## config.mk

```make
export PLATFORM = sky130hd
export DESIGN_NAME = yuyv_to_rgb565_crop_unit
export DESIGN_NICKNAME = d
export VERILOG_FILES = /design/src/hw/rtl/y2r_pkg.sv /design/src/hw/rtl/yuyv_to_rgb565_crop_unit.sv /design/src/hw/rtl/y2r_pixel_conv.sv
export SDC_FILE = /design/constraint.sdc
export NUM_CORES = 1
export LEC_CHECK = 0
export BUFFER_PORTS_ARGS = -buffer_cell sky130_fd_sc_hd__buf_2
export CELL_PAD_IN_SITES_DETAIL_PLACEMENT = 1
export CELL_PAD_IN_SITES_GLOBAL_PLACEMENT = 2
export CORE_UTILIZATION = 40
export CTS_BUF_LIST = sky130_fd_sc_hd__clkbuf_16
export DETAILED_ROUTE_END_ITERATION = 10
export GPL_TIMING_DRIVEN = 0
export HOLD_SLACK_MARGIN = 0.08
export PLACE_DENSITY = 0.83
export SYNTH_ARGS = -nofsm -noshare
export SYNTH_HDL_FRONTEND = slang
export SYNTH_SLANG_ARGS = --single-unit
```

## constraint.sdc

```tcl
create_clock -name aclk -period 20.1 [get_ports aclk]
set_input_delay 4.02 -clock aclk [delete_from_list [all_inputs] [get_ports aclk]]
set_output_delay 4.02 -clock aclk [all_outputs]
set_load 0.02 [all_outputs]
```

## src/hw/rtl/y2r_pkg.sv

```systemverilog
// Shared constants and types for the YUYV to RGB565 crop unit.
package y2r_pkg;

    // Stream payload widths
    localparam int S_TDATA_W = 32;
    localparam int M_TDATA_W = 56;
    localparam int IDX_W     = 22;
    localparam int PIX_W     = 16;

    // Configuration port
    localparam int APB_AW    = 5;
    localparam int APB_DW    = 32;
    localparam int SIZE_W    = 12;
    localparam int OFS_W     = 8;

    typedef enum logic [2:0] {
        REG_CAMERA_WIDTH   = 3'd0,
        REG_CAMERA_HEIGHT  = 3'd1,
        REG_DISPLAY_WIDTH  = 3'd2,
        REG_DISPLAY_HEIGHT = 3'd3,
        REG_CHROMA_V_OFS   = 3'd4
    } cfg_reg_t;

    localparam logic [SIZE_W-1:0] RST_CAMERA_WIDTH   = 12'd640;
    localparam logic [SIZE_W-1:0] RST_CAMERA_HEIGHT  = 12'd480;
    localparam logic [SIZE_W-1:0] RST_DISPLAY_WIDTH  = 12'd800;
    localparam logic [SIZE_W-1:0] RST_DISPLAY_HEIGHT = 12'd480;
    localparam logic [OFS_W-1:0]  RST_CHROMA_V_OFS   = 8'd18;

    // BT.601 fixed-point conversion, Q8 coefficients
    localparam int ACC_W = 21;
    localparam logic signed [ACC_W-1:0] C_Y    = 21'sd298;
    localparam logic signed [ACC_W-1:0] C_RV   = 21'sd409;
    localparam logic signed [ACC_W-1:0] C_GU   = 21'sd100;
    localparam logic signed [ACC_W-1:0] C_GV   = 21'sd208;
    localparam logic signed [ACC_W-1:0] C_BU   = 21'sd516;
    localparam logic signed [ACC_W-1:0] C_RND  = 21'sd128;
    localparam logic signed [8:0]       Y_OFS  = 9'sd16;
    localparam logic signed [9:0]       C_OFS  = 10'sd128;

endpackage

```

## src/hw/rtl/yuyv_to_rgb565_crop_unit.sv

```systemverilog
// Top level: YUYV pair to RGB565 converter with crop to the display window.
//
//  channel  dir  handshake              payload
//  s_       in   s_tvalid / s_tready    s_tdata: Y0, U, Y1, V; s_tuser: frame start
//  m_       out  m_tvalid / m_tready    m_tdata: pixel 0, pixel 1, display index
//  apb      in   psel/penable/pready    camera/display size, V offset
//
// One item per cycle sustained while the output is not stalled. Two
// register stages: the input register holds the pair with its placement
// (raster counters advance at accept), the result register holds the converted pixels.
// Pairs outside the crop window are consumed without a result.
// aresetn is synchronous; it clears both stages, the counters and the
// configuration. A stalled output only holds s_tready low once both
// stages are full.
module yuyv_to_rgb565_crop_unit #(
    parameter int MAX_WIDTH  = 2048,
    parameter int MAX_HEIGHT = 2048
) (
    input  logic                            aclk,
    input  logic                            aresetn,
    // input items
    input  logic                            s_tvalid,
    output logic                            s_tready,
    // [7:0] luma_first, [15:8] chroma_blue, [23:16] luma_second, [31:24] chroma_red
    input  logic [y2r_pkg::S_TDATA_W-1:0]   s_tdata,
    // [0] frame_start
    input  logic                            s_tuser,
    // result items
    output logic                            m_tvalid,
    input  logic                            m_tready,
    // [15:0] first_pixel, [31:16] second_pixel, [53:32] pixel_index, [55:54] zero
    output logic [y2r_pkg::M_TDATA_W-1:0]   m_tdata,
    // configuration
    input  logic                            psel,
    input  logic                            penable,
    input  logic                            pwrite,
    input  logic [y2r_pkg::APB_AW-1:0]      paddr,
    input  logic [y2r_pkg::APB_DW-1:0]      pwdata,
    output logic [y2r_pkg::APB_DW-1:0]      prdata,
    output logic                            pready
);

    // limit compares need room for both the register and the maximum
    localparam int WW  = $clog2(MAX_WIDTH + 1);
    localparam int HW  = $clog2(MAX_HEIGHT + 1);
    localparam int LW  = (WW > y2r_pkg::SIZE_W) ? WW : y2r_pkg::SIZE_W;
    localparam int LH  = (HW > y2r_pkg::SIZE_W) ? HW : y2r_pkg::SIZE_W;
    localparam int PCW = $clog2(MAX_WIDTH) - 1;   // pair column
    localparam int RW  = $clog2(MAX_HEIGHT);      // row count
    localparam int IW  = y2r_pkg::IDX_W;

    // ---------------- configuration registers ----------------
    logic [y2r_pkg::SIZE_W-1:0] cam_w_reg, cam_h_reg, disp_w_reg, disp_h_reg;
    logic [y2r_pkg::OFS_W-1:0]  v_ofs_reg;
    logic                       cfg_wr;

    assign pready = 1'b1;
    assign cfg_wr = psel && penable && pwrite && pready;

    always_ff @(posedge aclk) begin
        if (!aresetn) begin
            cam_w_reg  <= y2r_pkg::RST_CAMERA_WIDTH;
            cam_h_reg  <= y2r_pkg::RST_CAMERA_HEIGHT;
            disp_w_reg <= y2r_pkg::RST_DISPLAY_WIDTH;
            disp_h_reg <= y2r_pkg::RST_DISPLAY_HEIGHT;
            v_ofs_reg  <= y2r_pkg::RST_CHROMA_V_OFS;
        end else if (cfg_wr) begin
            case (y2r_pkg::cfg_reg_t'(paddr[4:2]))
                y2r_pkg::REG_CAMERA_WIDTH:   cam_w_reg  <= pwdata[y2r_pkg::SIZE_W-1:0];
                y2r_pkg::REG_CAMERA_HEIGHT:  cam_h_reg  <= pwdata[y2r_pkg::SIZE_W-1:0];
                y2r_pkg::REG_DISPLAY_WIDTH:  disp_w_reg <= pwdata[y2r_pkg::SIZE_W-1:0];
                y2r_pkg::REG_DISPLAY_HEIGHT: disp_h_reg <= pwdata[y2r_pkg::SIZE_W-1:0];
                y2r_pkg::REG_CHROMA_V_OFS:   v_ofs_reg  <= pwdata[y2r_pkg::OFS_W-1:0];
                default: ;
            endcase
        end
    end

    always_comb begin
        case (y2r_pkg::cfg_reg_t'(paddr[4:2]))
            y2r_pkg::REG_CAMERA_WIDTH:   prdata = y2r_pkg::APB_DW'(cam_w_reg);
            y2r_pkg::REG_CAMERA_HEIGHT:  prdata = y2r_pkg::APB_DW'(cam_h_reg);
            y2r_pkg::REG_DISPLAY_WIDTH:  prdata = y2r_pkg::APB_DW'(disp_w_reg);
            y2r_pkg::REG_DISPLAY_HEIGHT: prdata = y2r_pkg::APB_DW'(disp_h_reg);
            y2r_pkg::REG_CHROMA_V_OFS:   prdata = y2r_pkg::APB_DW'(v_ofs_reg);
            default:                     prdata = '0;
        endcase
    end

    // effective sizes: oversized registers act as the maximum
    logic [LW-1:0] cw, dw, mw;
    logic [LH-1:0] ch, dh, mh;

    assign cw = (LW'(cam_w_reg)  > LW'(MAX_WIDTH))  ? LW'(MAX_WIDTH)  : LW'(cam_w_reg);
    assign dw = (LW'(disp_w_reg) > LW'(MAX_WIDTH))  ? LW'(MAX_WIDTH)  : LW'(disp_w_reg);
    assign ch = (LH'(cam_h_reg)  > LH'(MAX_HEIGHT)) ? LH'(MAX_HEIGHT) : LH'(cam_h_reg);
    assign dh = (LH'(disp_h_reg) > LH'(MAX_HEIGHT)) ? LH'(MAX_HEIGHT) : LH'(disp_h_reg);
    assign mw = (cw < dw) ? cw : dw;
    assign mh = (ch < dh) ? ch : dh;

    // ---------------- handshake / stage advance ----------------
    logic v1_reg, v2_reg;
    logic adv1, adv2, s_acc;

    assign adv2     = !v2_reg || m_tready;
    assign adv1     = !v1_reg || adv2;
    assign s_tready = adv1;
    assign s_acc    = s_tvalid && s_tready;
    assign m_tvalid = v2_reg;

    // ---------------- raster counters ----------------
    logic [PCW-1:0] pcol_reg, pcol_next, pcol_cur;
    logic [RW-1:0]  row_reg, row_next, row_cur;
    logic [IW-1:0]  rsi_reg, rsi_next, rsi_cur;
    logic [LW:0]    col_ext;
    logic           row_end, frame_end, keep;

    // frame start clears the counters before this pair is placed
    assign pcol_cur  = s_tuser ? '0 : pcol_reg;
    assign row_cur   = s_tuser ? '0 : row_reg;
    assign rsi_cur   = s_tuser ? '0 : rsi_reg;

    assign col_ext   = (LW+1)'({pcol_cur, 1'b0});
    assign row_end   = (col_ext + (LW+1)'(2)) >= (LW+1)'(cw);
    assign frame_end = ((LH+1)'(row_cur) + (LH+1)'(1)) >= (LH+1)'(ch);
    assign keep      = (col_ext < (LW+1)'(mw)) && ((LH+1)'(row_cur) < (LH+1)'(mh));

    always_comb begin
        pcol_next = pcol_cur + PCW'(1);
        row_next  = row_cur;
        rsi_next  = rsi_cur;
        if (row_end) begin
            pcol_next = '0;
            if (frame_end) begin
                row_next = '0;
                rsi_next = '0;
            end else begin
                row_next = row_cur + RW'(1);
                rsi_next = rsi_cur + IW'(dw);
            end
        end
    end

    always_ff @(posedge aclk) begin
        if (!aresetn) begin
            pcol_reg <= '0;
            row_reg  <= '0;
            rsi_reg  <= '0;
        end else if (s_acc) begin
            pcol_reg <= pcol_next;
            row_reg  <= row_next;
            rsi_reg  <= rsi_next;
        end
    end

    // ---------------- input register ----------------
    logic [7:0]        y0_reg, y1_reg;
    logic signed [8:0] u_reg, u_next;
    logic signed [9:0] w_reg, w_next;
    logic [IW-1:0]     idx_reg, idx_next;

    assign u_next   = $signed({1'b0, s_tdata[15:8]}) - 9'sd128;
    // w = V - offset - 128, range -255..255
    assign w_next   = $signed({2'b00, s_tdata[31:24]})
                    - $signed({{2{v_ofs_reg[7]}}, v_ofs_reg}) - y2r_pkg::C_OFS;
    assign idx_next = rsi_cur + IW'(col_ext);

    always_ff @(posedge aclk) begin
        if (!aresetn) begin
            v1_reg <= 1'b0;
        end else if (adv1) begin
            v1_reg <= s_acc && keep;
        end
        if (s_acc && keep) begin
            y0_reg  <= s_tdata[7:0];
            y1_reg  <= s_tdata[23:16];
            u_reg   <= u_next;
            w_reg   <= w_next;
            idx_reg <= idx_next;
        end
    end

    // ---------------- conversion and result register ----------------
    logic [y2r_pkg::PIX_W-1:0]     pix0, pix1;
    logic [y2r_pkg::M_TDATA_W-1:0] m_data_reg;

    y2r_pixel_conv u_conv0 (
        .luma     (y0_reg),
        .chroma_u (u_reg),
        .chroma_w (w_reg),
        .rgb565   (pix0)
    );

    y2r_pixel_conv u_conv1 (
        .luma     (y1_reg),
        .chroma_u (u_reg),
        .chroma_w (w_reg),
        .rgb565   (pix1)
    );

    always_ff @(posedge aclk) begin
        if (!aresetn) begin
            v2_reg <= 1'b0;
        end else if (adv2) begin
            v2_reg <= v1_reg;
        end
        if (adv2 && v1_reg) begin
            m_data_reg <= y2r_pkg::M_TDATA_W'({idx_reg, pix1, pix0});
        end
    end

    assign m_tdata = m_data_reg;

endmodule

```

## src/hw/rtl/y2r_pixel_conv.sv

```systemverilog
// One-pixel BT.601 YUV to RGB565 conversion with per-channel clamp.
module y2r_pixel_conv (
    input  logic [7:0]                 luma,
    input  logic signed [8:0]          chroma_u,
    input  logic signed [9:0]          chroma_w,
    output logic [y2r_pkg::PIX_W-1:0]  rgb565
);

    logic signed [8:0]                 y_s;
    logic signed [y2r_pkg::ACC_W-1:0]  acc_r;
    logic signed [y2r_pkg::ACC_W-1:0]  acc_g;
    logic signed [y2r_pkg::ACC_W-1:0]  acc_b;
    logic [7:0]                        r8;
    logic [7:0]                        g8;
    logic [7:0]                        b8;

    // floor shift by 8, then clamp to 0..255
    function automatic logic [7:0] clamp8(input logic signed [y2r_pkg::ACC_W-1:0] acc);
        logic [y2r_pkg::ACC_W-9:0] q;
        q = acc[y2r_pkg::ACC_W-1:8];
        if (q[y2r_pkg::ACC_W-9]) begin
            clamp8 = 8'd0;
        end else if (q[y2r_pkg::ACC_W-10:8] != '0) begin
            clamp8 = 8'hFF;
        end else begin
            clamp8 = q[7:0];
        end
    endfunction

    assign y_s   = $signed({1'b0, luma}) - y2r_pkg::Y_OFS;
    assign acc_r = y_s * y2r_pkg::C_Y + chroma_w * y2r_pkg::C_RV + y2r_pkg::C_RND;
    assign acc_g = y_s * y2r_pkg::C_Y - chroma_u * y2r_pkg::C_GU
                 - chroma_w * y2r_pkg::C_GV + y2r_pkg::C_RND;
    assign acc_b = y_s * y2r_pkg::C_Y + chroma_u * y2r_pkg::C_BU + y2r_pkg::C_RND;

    assign r8 = clamp8(acc_r);
    assign g8 = clamp8(acc_g);
    assign b8 = clamp8(acc_b);

    assign rgb565 = {r8[7:3], g8[7:2], b8[7:3]};

endmodule

```

==> key figures, run 1 <==
Synthesis
  – Main area contributors after synthesis: ha_1 26%, edfxtp_1 14%, dfxtp_1 8.3%
  – Syn Inst Count: 2754
  – Ys flop type: edfxtp_1
  – Syn_area_per_cell: approximately 9 µm²
  – Post-synth top area share: 25.8%
  – Yosys reg bits: approximately 210
  – Seq/Total Area, Yosys: between 20 and 25%
  – Post-synth cell types: slightly below 90
  – Cell Area, Synth: between 0.02 and 0.025 mm²
  – Leading area contributor after synthesis: ha_1
  – Asr flop ratio synth: 0%
  – Ys Warns: 0
  – Post-synth EDFFs: 110

CTS
  – Max Root-Sink Buffers: 3
  – Post-CTS Setup Repair Bufs: 0
  – H-tree level count: 1
  – Clock Sinks: roughly 210
  – CTS Buf Count: 27
  – Clk_lat worst skew: 0.58 ns
  – Root buffer cell: clkbuf_16
  – Hold_buf cts: 0
  – PostCTS Resize Cnt: 0
  – CTS clk-pin slew, worst paths: ~0.07 ns
  – CTS tree: yes

Setup path
  – Cell depth of the worst flop-to-flop path: 29
  – CP Data Required Time: ~16 ns
  – Setup slack, reg-to-reg: around 12 ns
  – Reg2reg start: y0_reg[4]
  – Worst Path Buf+Inv: 4
  – Crit-path max FO: 10
  – Cell with the largest stage delay on the worst path: buf_1
  – FF-to-FF End: m_tdata[9]
  – Kind of critical path: in -> out
  – Crit path cell chain: buf_2 -> buf_1 -> buf_1 -> mux2_2 -> a22oi_1 -> o22ai_1 -> buf_2
  – Crit path arrival time: 6.04 ns
  – Max stage delay on crit path: 0.52 ns
  – Crit path capture type: primary output
  – CP top delay family: buffers and inverters
  – Crit path launch type: input port

Global route
  – Met1 Resource Use GR: between 20% and 30%
  – Global route overflow: 0
  – Largest net degree at the start of global routing: 30
  – Grt met3 use: between 2 and 3%
  – First-pass GRT wire length: ~120000 µm
  – Initial antenna violation count: 5
  – GRT Total Usage: between 20% and 30%
  – Vias in the first global route: 21638
  – M2 GR Usage: a little under half
  – Global route hottest layer: met2

Timing
  – Min Tclk post-route: roughly 10 ns
  – RSZ-0062 raised after global routing: no
  – Worst-margin pin slew: 1.39 ns
  – Fmax: 99.5 MHz
  – Fin. max-slew vios: 0
  – Crit share post-route: between 50 and 60%
  – Final setup margin: 10.04 ns
  – Slew headroom: under 10%
  – Clock skew: between 0.02 and 0.025 ns
  – Setup TNS: 0 ns
  – Finish-stage setup viols: 0
  – Hold Fails Final Rpt: 0

Floorplan
  – CORE AREA: between 0.06 and 0.07 mm²
  – Starting Density: about two fifths
  – Die H: 249 µm
  – Die width: approximately 250 µm
  – Std cell rows: 90
  – Ports: around 170
  – Total die area: between 0.06 and 0.07 mm²

Cells and area
  – Max reg flops: 54
  – Layout cell share with drive strength beyond 1: about 8.6%
  – Area grow syn2layout: 10.9%
  – Final Net Count: 3608

Hold path
  – Hold Crit Endpoint: m_tdata[47]
  – Hold WC Path Type: reg -> reg
  – Hold Path Depth: 0
  – Launch point of the worst hold path: idx_reg[15]

Run
  – Max-cap viol count: 0

Detailed routing
  – Routed Antenna Nets: 0
  – Via count: 20096
  – Residual DRC count: 0
  – DR WL/cell: between 15 and 20 µm
  – Via/cell ratio: ~5.4
  – DRT Pass-1 Iters: 6
  – DR iter-0 viols: around 800
  – Final WL: 74700 µm

Place
  – Setup slack at placement: about 10 ns
  – Port Buffer Count: around 120
  – Routability cong.: about 0.9
  – Post-DP HPWL: 62900 µm

Status
  – Status: completed
[Yosys cell counts, types with 10 or more instances]
cell type,count
o211ai_1,14
nor2_1,163
o21a_1,40
nand2b_1,15
ha_1,504
a22oi_1,32
buf_1,10
buf_4,23
o21bai_1,20
xnor2_1,110
edfxtp_1,110
a211oi_1,16
and3_1,24
a21oi_1,209
a21o_1,42
clkbuf_1,47
o31a_1,10
o21ai_0,69
mux2i_1,15
nand2_1,239
mux2_2,22
and2_1,20
nand3_1,63
xor2_1,62
nor3_1,43
dfxtp_1,101
nor2b_1,58
fa_1,97
nand4_1,19
o31ai_1,11
nor4_1,11
inv_1,383
[cell families (layout without fill, tap and decap cells)]
logic type / after synthesis / in the layout / share of synthesized area, %
mux: 41 / 41 / 2.00
buf+inv: 465 / 641 / 7.51
xor+xnor: 173 / 173 / 6.23
simple gates: 702 / 702 / 13.7
other cells: 2 / 26 / 0.0307
flops: 211 / 211 / 21.8
fa+ha+maj: 601 / 601 / 33.8
compound gates: 559 / 559 / 15.0
[through the flow]
step	hold slack (ns)	utilization, %	area [µm²]	std cells
finish	0.416	44.9	27100	3736
global placement	0.405	43.2	26100	3678
CTS	0.414	44.8	27100	3733
detailed placement	0.405	43.4	26200	3683
floorplan	0.400	-	24500	2775
global route	0.422	44.8	27100	3733
[cell usage in the layout (no fill, tap or decap), drive strengths merged, types with 8 or more instances in the layout]
cell	n
nand2	239
nand2b	15
and3	24
o21ai	77
edfxtp	110
a211oi	17
mux2i	15
xor2	62
nor4	12
conb	23
clkbuf	75
a21boi	8
inv	390
nor3	45
nand3b	8
o21a	40
fa	97
a21o	42
o21bai	20
and2	22
xnor2	111
a21oi	211
a2111oi	9
ha	504
nor2	163
nor2b	58
mux2	22
nand3	63
o211ai	14
a22oi	33
o22ai	8
o31ai	11
buf	160
nand4	19
clkinv	11
or3	8
o31a	10
dfxtp	101
[final cells by class]
type	instances	area (µm²)
Fill cell	7115	33300
Multi-Input combinational cell	2099	17400
Sequential cell	211	5330
Inverter	383	1440
Tap cell	782	978
Clock buffer	28	701
Timing Repair Buffer	126	691
Buffer	82	397
Clock inverter	22	175
Antenna cell	3	7.51
[metal layers]
layer | share of wire, % | routed length (µm)
met3 | 3.1 | 2350
met1 | 42 | 31500
met4 | 2.6 | 1970
met5 | 0.041 | 31
met2 | 52 | 38800
[how the worst max path moves through the flow]
| stage | cells after the start | to | start |
|---|---|---|---|
| finish | 7 | prdata[5] | paddr[2] |
| global route | 7 | prdata[4] | paddr[2] |
| CTS | 7 | prdata[5] | paddr[2] |
| detailed placement | 7 | prdata[5] | paddr[2] |
| global placement | 15 | y1_reg[0] | s_tuser |
| floorplan | 14 | idx_reg[0] | s_tuser |
Power of run 1 is not shown: default switching activity piles up to over one toggle a cycle in this logic, so the estimate is an artifact.
==> inputs of run 2 (changes only) <==
- CORE_UTILIZATION: 40 -> 39
- PLACE_DENSITY: 0.83 -> 0.81
- clock period: 20.1 -> 9.7 ns (I/O delays scaled with it)
==> run 2 against run 1 <==
Setup slack lost 8.4 ns. Die area grew 2.5%. First-iteration DRC count shrank 14%. Register-to-register slack lost 10 ns. Global-route usage shrank 0.26 points. Non-clock buffer count is the same. Utilization shrank 0.88 points. Wire length shrank 0.54%.
==> key figures, run 2 (synthesized netlist as in run 1, its figures left out) <==
Cells and area
  – Layout cell share with drive strength beyond 1: 8.77% (+0.20 points)
  – Most frequent cells in the layout: 504 x ha_1, 385 x inv_1, 239 x nand2_1
  – Cell Count, Final, Fillers Out: 3791 (+1.5%)
  – Area grow syn2layout: 11.3%
  – Final Net Count: 3609 (+0.028%)
  – Most common cell after layout, fill and taps aside: ha_1
  – Max reg flops: 54 (unchanged)
  – Layout fillers: 7368 (+3.6%)

Timing
  – Slew headroom: 10.3% (+3.4 points)
  – Hold Fails Final Rpt: 0 (unchanged)
  – RSZ-0062 raised after global routing: no
  – Crit share post-route: 83.2%
  – Fmax: between 100 and 150 MHz
  – Fin. max-slew vios: 0 (unchanged)
  – Min Tclk post-route: around 8.1 ns
  – Worst-margin pin slew: 1.34 ns (-0.0511 ns)
  – Setup TNS: 0 ns (unchanged)
  – Clock skew: 0.0226 ns (+0.00119 ns)
  – Finish-stage setup viols: 0 (unchanged)

Run
  – Max-cap viol count: 0 (unchanged)

Detailed routing
  – DR iter-0 viols: 703 (-14%)
  – Routed Antenna Nets: 0 (unchanged)
  – Residual DRC count: 0 (unchanged)
  – Met2 wire len: 38600 µm (-0.56%)
  – Met1 wire length: 31600 µm (+0.24%)
  – DR WL/cell: 19.6 µm (-2.0%)
  – DRT Pass-1 Iters: 5 (-1)
  – Final WL: 74300 µm (-0.54%)
  – Via/cell ratio: 5.30 (-1.5%)
  – Highest metal used: met5
  – Via count: 20085 (-0.055%)
  – Met3 wire len: 1960 µm (-17%)

CTS
  – CTS clk-pin slew, worst paths: 0.06 ns (about the same)
  – Root buffer cell: clkbuf_16
  – CTS Buf Count: 28 (+3.7%)
  – H-tree level count: 1 (unchanged)
  – PostCTS Resize Cnt: 0 (unchanged)
  – Post-CTS Setup Repair Bufs: 0 (unchanged)
  – CTS tree: yes
  – Max Root-Sink Buffers: 3 (unchanged)
  – Hold_buf cts: 0 (unchanged)
  – Clk_lat worst skew: 0.59 ns (about the same)
  – Clock Sinks: 211 (unchanged)

Floorplan
  – Ports: 168 (unchanged)
  – Std cell rows: 91 (+1.1%)
  – CORE AREA: 0.0618 mm² (+2.4%)
  – Die H: 252 µm (+1.3%)
  – Total die area: 0.0636 mm² (+2.5%)
  – Die width: 252 µm (+1.3%)
  – Starting Density: 39.5% (-0.96 points)

Place
  – Post-DP HPWL: 62700 µm (-0.32%)
  – Inst Count DP: 3738 (+1.5%)
  – Routability cong.: 0.899 (+0.78%)
  – Port Buffer Count: 121 (unchanged)

Setup path
  – Crit path launch type: flip-flop
  – Crit-path max FO: 11 (+1)
  – Crit path arrival time: 8.37 ns (+2.33 ns)
  – Kind of critical path: reg -> reg
  – Crit path capture type: flip-flop
  – CP Data Required Time: 10.00 ns (-6.08 ns)
  – Top cell by count, worst path: ha_1
  – Cell with the largest stage delay on the worst path: nor3b_2
  – Max stage delay on crit path: 0.68 ns (+0.16 ns)

Global route
  – Largest net degree at the start of global routing: 33 (+10%)
  – GRT Total Usage: 23.7% (-0.26 points)
  – Global route overflow: 0 (unchanged)
  – First-pass GRT wire length: 119000 µm (+1.0%)
  – Initial antenna violation count: 4 (-1)
  – Vias in the first global route: 21932 (+1.4%)

Hold path
  – Hold WC Path Type: reg -> reg

Status
  – Status: completed
run 2: metal layers:
metal | vias up | global-route usage (%)
li1 | 9897 | -
met1 | 9831 | 27.9
met2 | 242 | 44.9
met3 | 109 | 2.25
met4 | 6 | 6.82
met5 | - | 0
run 2: metrics by stage:
step | hold slack [ns] | instance area, µm² | utilization [%] | worst slack [ns]
detailed placement | 0.408 | 26300 | 42.5 | 1.63
global placement | 0.408 | 26200 | 42.3 | -1.23
CTS | 0.414 | 27200 | 44.0 | 1.54
floorplan | 0.400 | 24500 | - | 2.18
global route | 0.418 | 27200 | 44.0 | 0.991
finish | 0.416 | 27200 | 44.0 | 1.63
run 2: area by class of cell:
| type | instances | area [µm²] | share of cell area [%] |
|---|---|---|---|
| diodes | 1 | 2.50 | 0.00920 |
| plain buffers | 82 | 397 | 1.46 |
| clock buffers | 28 | 701 | 2.58 |
| clock inverters | 24 | 226 | 0.833 |
| inverters | 383 | 1440 | 5.29 |
| multi-input cells | 2099 | 17400 | 63.9 |
| flip-flops and latches | 211 | 5330 | 19.6 |
| well taps | 837 | 1050 | 3.85 |
| repair buffers | 126 | 691 | 2.54 |
run 2: critical path: cells and delay by family, from the launching register on:
family | cells | cell delay [ns]
AND/OR/NAND/NOR | 6 | 1.59
AO/OA/AOI/OAI | 6 | 1.31
XOR/XNOR | 2 | 0.38
adder cells (fa/ha/maj) | 9 | 3.38
buffers and inverters | 6 | 0.74
flip-flops | 1 | 0.38
run 2: worst paths after layout:
path | startpoint | to | slack, ns | cells after the start
worst min register to register | idx_reg[9] | m_tdata[41] | 0.42 | 0
worst max register to register | y0_reg[4] | m_tdata[7] | 1.63 | 29
worst min-delay path | idx_reg[9] | m_tdata[41] | 0.42 | 0
worst max-delay path | y0_reg[4] | m_tdata[7] | 1.63 | 29
Power of run 2 is left out for the same reason.
